## config.mk

```make
export PLATFORM = sky130hd
export DESIGN_NAME = kpgas_ctrl
export DESIGN_NICKNAME = d
export VERILOG_FILES = /design/src/rtl/kpgas_pkg.sv /design/src/rtl/kpgas_ctrl.sv
export SDC_FILE = /design/constraint.sdc
export NUM_CORES = 1
export LEC_CHECK = 0
export BUFFER_PORTS_ARGS = -buffer_cell sky130_fd_sc_hd__buf_2
export CORE_MARGIN = 2
export CORE_UTILIZATION = 35
export CTS_BUF_LIST = sky130_fd_sc_hd__clkbuf_16
export CTS_CLUSTER_DIAMETER = 200
export CTS_CLUSTER_SIZE = 40
export DETAILED_ROUTE_END_ITERATION = 8
export SETUP_SLACK_MARGIN = 0.02
export SLEW_MARGIN = 15
export SYNTH_ARGS = -nofsm -noshare
export SYNTH_HDL_FRONTEND = slang
export SYNTH_SLANG_ARGS = --single-unit
```

## constraint.sdc

```tcl
create_clock -name i_clk -period 2.8 [get_ports i_clk]
set_input_delay 0 -clock i_clk [delete_from_list [all_inputs] [get_ports i_clk]]
set_output_delay 0 -clock i_clk [all_outputs]
set_load 0.01 [all_outputs]
```

## src/rtl/kpgas_pkg.sv

```systemverilog
package kpgas_pkg;

    localparam logic [1:0] CMD_CLEAR  = 2'd0;
    localparam logic [1:0] CMD_INSERT = 2'd1;
    localparam logic [1:0] CMD_QUERY  = 2'd2;

    localparam logic [1:0] ST_OK      = 2'd0;
    localparam logic [1:0] ST_DROPPED = 2'd1;
    localparam logic [1:0] ST_TRUNC   = 2'd2;

    localparam logic [0:0] REG_COLUMN_SCALE = 1'd0;
    localparam logic [0:0] REG_ROW_SCALE    = 1'd1;

    localparam logic [15:0] SCALE_RESET = 16'd6554;

    typedef struct packed {
        logic [1:0]  cmd;
        logic [15:0] point_x;
        logic [15:0] point_y;
        logic [11:0] radius;
    } t_in_item;

    typedef struct packed {
        logic [9:0] point_index;
        logic       found;
        logic       last;
        logic [1:0] status;
    } t_out_item;

    typedef enum logic [4:0] {
        DP_NOP,
        DP_LOAD,
        DP_MUL_X,
        DP_MUL_Y,
        DP_MUL_XLO,
        DP_MUL_XHI,
        DP_MUL_YLO,
        DP_MUL_YHI,
        DP_CELL_RD,
        DP_INSERT,
        DP_PUSH_FULL,
        DP_PUSH_ACK,
        DP_SWEEP,
        DP_SCAN_INIT,
        DP_PT_FIRST,
        DP_PT_NEXT,
        DP_TAKE,
        DP_SET_TRUNC,
        DP_ADVANCE,
        DP_PUSH_FINAL
    } t_dp_op;

    typedef struct packed {
        t_dp_op op;
    } t_dp_cmd;

    typedef struct packed {
        logic out_free;
        logic count_full;
        logic sweep_done;
        logic cell_occ;
        logic match;
        logic is_last;
        logic n_full;
        logic pend_v;
        logic scan_empty;
        logic scan_done;
    } t_dp_status;

endpackage

```

## src/rtl/kpgas_ctrl.sv

```systemverilog
module kpgas_ctrl (
    input  logic                  i_clk,
    input  logic                  i_rst_n,
    input  logic                  i_in_valid,
    input  logic [1:0]            i_in_cmd,
    output logic                  o_in_stall,
    input  kpgas_pkg::t_dp_status i_status,
    output kpgas_pkg::t_dp_cmd    o_cmd
);

    typedef enum logic [22:0] {
        S_SWEEP_RST = 23'd1 << 0,
        S_IDLE      = 23'd1 << 1,
        S_SWEEP_CLR = 23'd1 << 2,
        S_ACK       = 23'd1 << 3,
        S_FULL      = 23'd1 << 4,
        S_INS_MX    = 23'd1 << 5,
        S_INS_MY    = 23'd1 << 6,
        S_INS_WAIT  = 23'd1 << 7,
        S_INS_RD    = 23'd1 << 8,
        S_INS_WR    = 23'd1 << 9,
        S_Q_M0      = 23'd1 << 10,
        S_Q_M1      = 23'd1 << 11,
        S_Q_M2      = 23'd1 << 12,
        S_Q_M3      = 23'd1 << 13,
        S_Q_WAIT    = 23'd1 << 14,
        S_Q_INIT    = 23'd1 << 15,
        S_Q_CELL    = 23'd1 << 16,
        S_Q_CHK     = 23'd1 << 17,
        S_Q_PT      = 23'd1 << 18,
        S_Q_NEXT    = 23'd1 << 19,
        S_FINAL     = 23'd1 << 20,
        S_Q_SPARE0  = 23'd1 << 21,
        S_Q_SPARE1  = 23'd1 << 22
    } t_state;

    t_state r_state, n_state;

    assign o_in_stall = (r_state != S_IDLE);

    always_comb begin
        n_state  = r_state;
        o_cmd.op = kpgas_pkg::DP_NOP;
        unique case (r_state)
            S_SWEEP_RST, S_SWEEP_CLR: begin
                o_cmd.op = kpgas_pkg::DP_SWEEP;
                if (i_status.sweep_done) begin
                    n_state = (r_state == S_SWEEP_RST) ? S_IDLE : S_ACK;
                end
            end
            S_IDLE: begin
                if (i_in_valid) begin
                    o_cmd.op = kpgas_pkg::DP_LOAD;
                    case (i_in_cmd)
                        kpgas_pkg::CMD_CLEAR:  n_state = S_SWEEP_CLR;
                        kpgas_pkg::CMD_INSERT: n_state = i_status.count_full ? S_FULL : S_INS_MX;
                        kpgas_pkg::CMD_QUERY:  n_state = S_Q_M0;
                        default:               n_state = S_ACK;
                    endcase
                end
            end
            S_ACK: begin
                o_cmd.op = kpgas_pkg::DP_PUSH_ACK;
                if (i_status.out_free) n_state = S_IDLE;
            end
            S_FULL: begin
                o_cmd.op = kpgas_pkg::DP_PUSH_FULL;
                if (i_status.out_free) n_state = S_IDLE;
            end
            S_INS_MX: begin
                o_cmd.op = kpgas_pkg::DP_MUL_X;
                n_state  = S_INS_MY;
            end
            S_INS_MY: begin
                o_cmd.op = kpgas_pkg::DP_MUL_Y;
                n_state  = S_INS_WAIT;
            end
            S_INS_WAIT: n_state = S_INS_RD;
            S_INS_RD: begin
                o_cmd.op = kpgas_pkg::DP_CELL_RD;
                n_state  = S_INS_WR;
            end
            S_INS_WR: begin
                o_cmd.op = kpgas_pkg::DP_INSERT;
                if (i_status.out_free) n_state = S_IDLE;
            end
            S_Q_M0: begin
                o_cmd.op = kpgas_pkg::DP_MUL_XLO;
                n_state  = S_Q_M1;
            end
            S_Q_M1: begin
                o_cmd.op = kpgas_pkg::DP_MUL_XHI;
                n_state  = S_Q_M2;
            end
            S_Q_M2: begin
                o_cmd.op = kpgas_pkg::DP_MUL_YLO;
                n_state  = S_Q_M3;
            end
            S_Q_M3: begin
                o_cmd.op = kpgas_pkg::DP_MUL_YHI;
                n_state  = S_Q_WAIT;
            end
            S_Q_WAIT: n_state = S_Q_INIT;
            S_Q_INIT: begin
                o_cmd.op = kpgas_pkg::DP_SCAN_INIT;
                n_state  = i_status.scan_empty ? S_FINAL : S_Q_CELL;
            end
            S_Q_CELL: begin
                o_cmd.op = kpgas_pkg::DP_CELL_RD;
                n_state  = S_Q_CHK;
            end
            S_Q_CHK: begin
                if (i_status.cell_occ) begin
                    o_cmd.op = kpgas_pkg::DP_PT_FIRST;
                    n_state  = S_Q_PT;
                end else begin
                    o_cmd.op = kpgas_pkg::DP_ADVANCE;
                    n_state  = i_status.scan_done ? S_FINAL : S_Q_CELL;
                end
            end
            S_Q_PT: begin
                if (!i_status.match) begin
                    n_state = S_Q_NEXT;
                end else if (i_status.n_full) begin
                    o_cmd.op = kpgas_pkg::DP_SET_TRUNC;
                    n_state  = S_FINAL;
                end else if (!i_status.pend_v || i_status.out_free) begin
                    o_cmd.op = kpgas_pkg::DP_TAKE;
                    n_state  = S_Q_NEXT;
                end
            end
            S_Q_NEXT: begin
                if (i_status.is_last) begin
                    o_cmd.op = kpgas_pkg::DP_ADVANCE;
                    n_state  = i_status.scan_done ? S_FINAL : S_Q_CELL;
                end else begin
                    o_cmd.op = kpgas_pkg::DP_PT_NEXT;
                    n_state  = S_Q_PT;
                end
            end
            S_FINAL: begin
                o_cmd.op = kpgas_pkg::DP_PUSH_FINAL;
                if (i_status.out_free) n_state = S_IDLE;
            end
            default: n_state = S_IDLE;
        endcase
    end

    always_ff @(posedge i_clk) begin
        if (!i_rst_n) begin
            r_state <= S_SWEEP_RST;
        end else begin
            r_state <= n_state;
        end
    end

endmodule
```

After elaboration in Yosys (flattened, before gate mapping)
Cells that the tools add are included.

Equality and inequality tests: 28. Mux-type cells: 21. Reductions and logical operators: 7.

Operator list (count): case mux 23 bit (17 select lines) (1); 2-to-1 mux 23 bit (6); case mux 5 bit (17 select lines) (1); 2-to-1 mux 21 bit (4); case mux 11 bit (3 select lines) (1); 2-to-1 mux 5 bit (5); == test 23 x 1 -> 1 bit, second input constant (1); == test 23 x 10 -> 1 bit, second input constant (1); == test 23 x 11 -> 1 bit, second input constant (1); == test 23 x 12 -> 1 bit, second input constant (1); == test 23 x 13 -> 1 bit, second input constant (1); == test 23 x 14 -> 1 bit, second input constant (1); == test 23 x 15 -> 1 bit, second input constant (1); == test 23 x 16 -> 1 bit, second input constant (1); == test 23 x 17 -> 1 bit, second input constant (1); == test 23 x 18 -> 1 bit, second input constant (1); == test 23 x 19 -> 1 bit, second input constant (1); == test 23 x 2 -> 1 bit, second input constant (1); == test 23 x 20 -> 1 bit, second input constant (1); == test 23 x 21 -> 1 bit, second input constant (1); == test 23 x 3 -> 1 bit, second input constant (1); == test 23 x 4 -> 1 bit, second input constant (1); == test 23 x 5 -> 1 bit, second input constant (1); == test 23 x 6 -> 1 bit, second input constant (1); 18 further kinds (20).

Bits in registers: 23. Bits of input ports: 15.

Depth between registers and ports, before layout
Depth in word-level cells: 6. Depth in mapped cells: 9. Gate-level depth less buffers: 6.

Worst setup path before layout
OpenSTA, ideal clock, no wires.

Path kind: flip-flop to flip-flop. Start: register r_state[12]. End: register r_state[2]. Setup time: 70 ps. Arrival time: 2136 ps. Slack: 594 ps. Cell stages (with the launch flop): 9. Period minus slack after synthesis: 2206 ps. Cell sequence: dfxtp_1 -> nor4_4 -> nand3_2 -> buf_6 -> or3_1 -> buf_2 -> or3_1 -> or3_1 -> a21oi_1.

Cells in the longest elaborated chain, start to end: 4.

Ends and longest elaborated chain: start: declaration (RTL line kpgas_ctrl.sv:37) `t_state r_state, n_state;`; start signal: assignment (RTL line kpgas_ctrl.sv:153) `r_state <= n_state;`; == test 23 x 21 -> 1 bit (tied with other cells) (RTL line kpgas_ctrl.sv:44) `unique case (r_state)`; OR reduction 4 bit (no source line) or OR reduction 2 bit (tied branches); inequality test 2 x 1 -> 1 bit (no source line) or inequality test 2 bit (tied branches); AND reduction 4 bit (no source line).

Parallel ways exist; a longest one is shown, timed or not. A chain may end at the register's enable or synchronous reset.

==> flow_summary.json <==
{
  "grt_pass1_wl_mm": 6.65,
  "wl_mm": 4.17,
  "place.gp.congestion": 0.895,
  "p_seq_share_pct": 40.8,
  "rsz0062_at_grt": "no",
  "switching_share_pct": 27.8,
  "top_regs": "r_state x21",
  "switchingPower_mw": 0.214,
  "multi_input_area_um2": 975,
  "antenna_found_initial": 0,
  "synth_edf_count": 0,
  "finalNonFillerCells": 261,
  "dieArea_um2": 4690,
  "start_kind": "register",
  "max_cap_viol_count": 0,
  "synth_flop_cell": "dfxtp_1",
  "whs_ns": 0.0234,
  "netlist_instances": 184,
  "grt_overflow": 0,
  "dp_slack_ns": 0.135,
  "cp.required_ns": 2.80,
  "peakVddDrop_mv": 0.301,
  "port_buffers": 20,
  "netlist.area_leader.share_pct": 28.9,
  "leakage_nw": 0.678,
  "cts_buffer_depth": 2,
  "finalSetupTns_ns": 0,
  "cpMaxStageDelayCell": "or4_1",
  "diodes": 0,
  "final_layout_size_suffix_gt1_share_pct": 20.9,
  "synth_common_cells": "dfxtp_1 (21), nor2_1 (18), nor4_1 (17)",
  "cts-htree-levels": 1,
  "largest_register_ff_count": 21,
  "crit_chain": "nor4_4 -> nand4b_1 -> or4_1 -> nor4_1 -> nor4_1 -> nand4b_1 -> buf_2",
  "start_util_pct": 36.3,
  "setup_violations": 0,
  "ys_seq_area_share_pct": 28.9,
  "synth.cell_area_um2": 1450,
  "fill_cells": 415,
  "cts.sinks": 21,
  "setup_ws_ns": 0.250,
  "vias": 1523,
  "final_core_util_pct": 43.7,
  "clk_latency_ns": 0.26,
  "path_max_fanout": 7,
  "track_usage_pct": 19.4,
  "syn-num-nets": 199,
  "clkTransAtPathRegs_ns": 0.06,
  "drt.antenna.violating_nets": 0,
  "finClkSkew_ns": 0.00258,
  "period_needed_ns": 2.55,
  "ys_ff_latch": 21,
  "max_stage_delay_ns": 0.49,
  "synth_area_leaders": "dfxtp_1 (29%), nor4_1 (7.3%), or3_1 (4.7%)",
  "dp.cells": 254,
  "hpwl_mm": 3.24,
  "numCtsBuffers": 3,
  "worst-setup-path-type": "register to primary output",
  "ff_latch_area_um2": 420,
  "power_mw": 0.772,
  "final_nets": 227,
  "syn-mean-instance-area_um2": 7.90,
  "finish.instance_area_um2": 1750,
  "status": "complete, no violations",
  "top_register": "r_state",
  "io_pins": 21,
  "cts_tree": "yes",
  "internal_power_mw": 0.558,
  "drt_iter0_drc": 93,
  "async_flop_share_pct": 0,
  "p_clk_share_pct": 39.9,
  "rows": 23,
  "core_um2": 4000,
  "die_w_um": 68.5,
  "grt_max_degree": 12,
  "first_pass_iters": 4,
  "finalCritPeriodShare_pct": 91.1,
  "yosysTopAreaCell": "dfxtp_1",
  "route.detailed.drc": 0,
  "postCtsSetupBuffers": 0,
  "hold_viol": 0,
  "clock-root-buffer": "clkbuf_16",
  "grt_pass1_vias": 1429,
  "worst_pin_slew_ns": 0.506,
  "pwr_density_cell_nw_per_um2": 442,
  "worstPathArrival_ns": 2.55,
  "via_per_inst": 5.84,
  "maxSlewHeadroom_pct": 65.9,
  "combPwrFrac_pct": 19.3,
  "placedInstanceArea_um2": 1630,
  "slew_viol_final": 0,
  "hold_class": "input port to register",
  "end_kind": "primary output",
  "max_freq_mhz": 392,
  "syn2layout_area_growth_pct": 20.3,
  "wl_per_cell_um": 16.0,
  "chipHeight_um": 68.5,
  "ys_types": 41,
  "yosysMostFrequentCell": "dfxtp_1",
  "yosysWarningCount": 0
}
power groups by stage:
stage | clock (mW) | combinational, mW | sequential (mW)
after floorplan | 0 | 0.0961 | 0.317
after global placement | 0 | 0.143 | 0.320
after detailed placement | 0 | 0.142 | 0.320
after CTS | 0.312 | 0.146 | 0.314
after global routing | 0.329 | 0.164 | 0.316
final | 0.308 | 0.149 | 0.315
routing by layer:
metal  up-vias  global-route usage, %  part of all wire (%)
met5         -                      0                     0
met1       695                   23.9                    45
met2        55                   32.9                    46
met3         9                   4.77                   6.5
li1        764                      -                     -
met4         0                   6.00                   1.9
critical path, delay by kind of cell, from the launching register on:
kind	cells	cell delay (ns)
and+or+nand+nor	6	1.77
DFF	1	0.38
buffers and inverters	1	0.14
kinds of logic after synthesis:
kind of cell,Yosys count,share of synthesized area [%]
AND/OR/NAND/NOR,114,51.2
AO/OA/AOI/OAI,29,12.2
flip-flops,21,28.9
buffers and inverters,15,4.65
XOR/XNOR,5,3.01
cell usage in the layout, fill, tap and decap left out, types with 6 or more instances in the layout:
master / netlist / final
nor3_1: 6 / 6
buf_2: 3 / 20
nand2b_1: 7 / 7
a21oi_1: 11 / 11
buf_4: 0 / 7
inv_1: 8 / 9
nor4_1: 17 / 17
nor2_1: 18 / 18
or3_1: 11 / 11
o21ai_0: 8 / 8
dfxtp_1: 21 / 21
nand2_1: 11 / 11
path summary, 6_finish.rpt:
kind,from,endpoint,slack (ns),cells after the start
worst min-delay path,i_status[0],r_state[16],0.02,3
worst max register to register,r_state[14],r_state[13],0.25,6
worst max-delay path,r_state[0],o_cmd[0],0.25,7
worst min register to register,r_state[11],r_state[12],0.54,2
area by class of cell:
| cell class | instances | area share [%] |
|---|---|---|
| clock buffer | 3 | 4.29 |
| clock inverter | 1 | 0.215 |
| inverter | 8 | 1.72 |
| multi-input combinational | 148 | 55.7 |
| sequential | 21 | 24.0 |
| tap | 50 | 3.58 |
| timing repair buffer | 30 | 10.4 |
what timing repair did:
action,4_1_cts,5_1_grt
hold buffers,3,0
endpoints found under the setup margin,0,12
gates resized for setup,0,1
endpoints found under the hold margin,3,0
(Power assumes the default switching activity.)
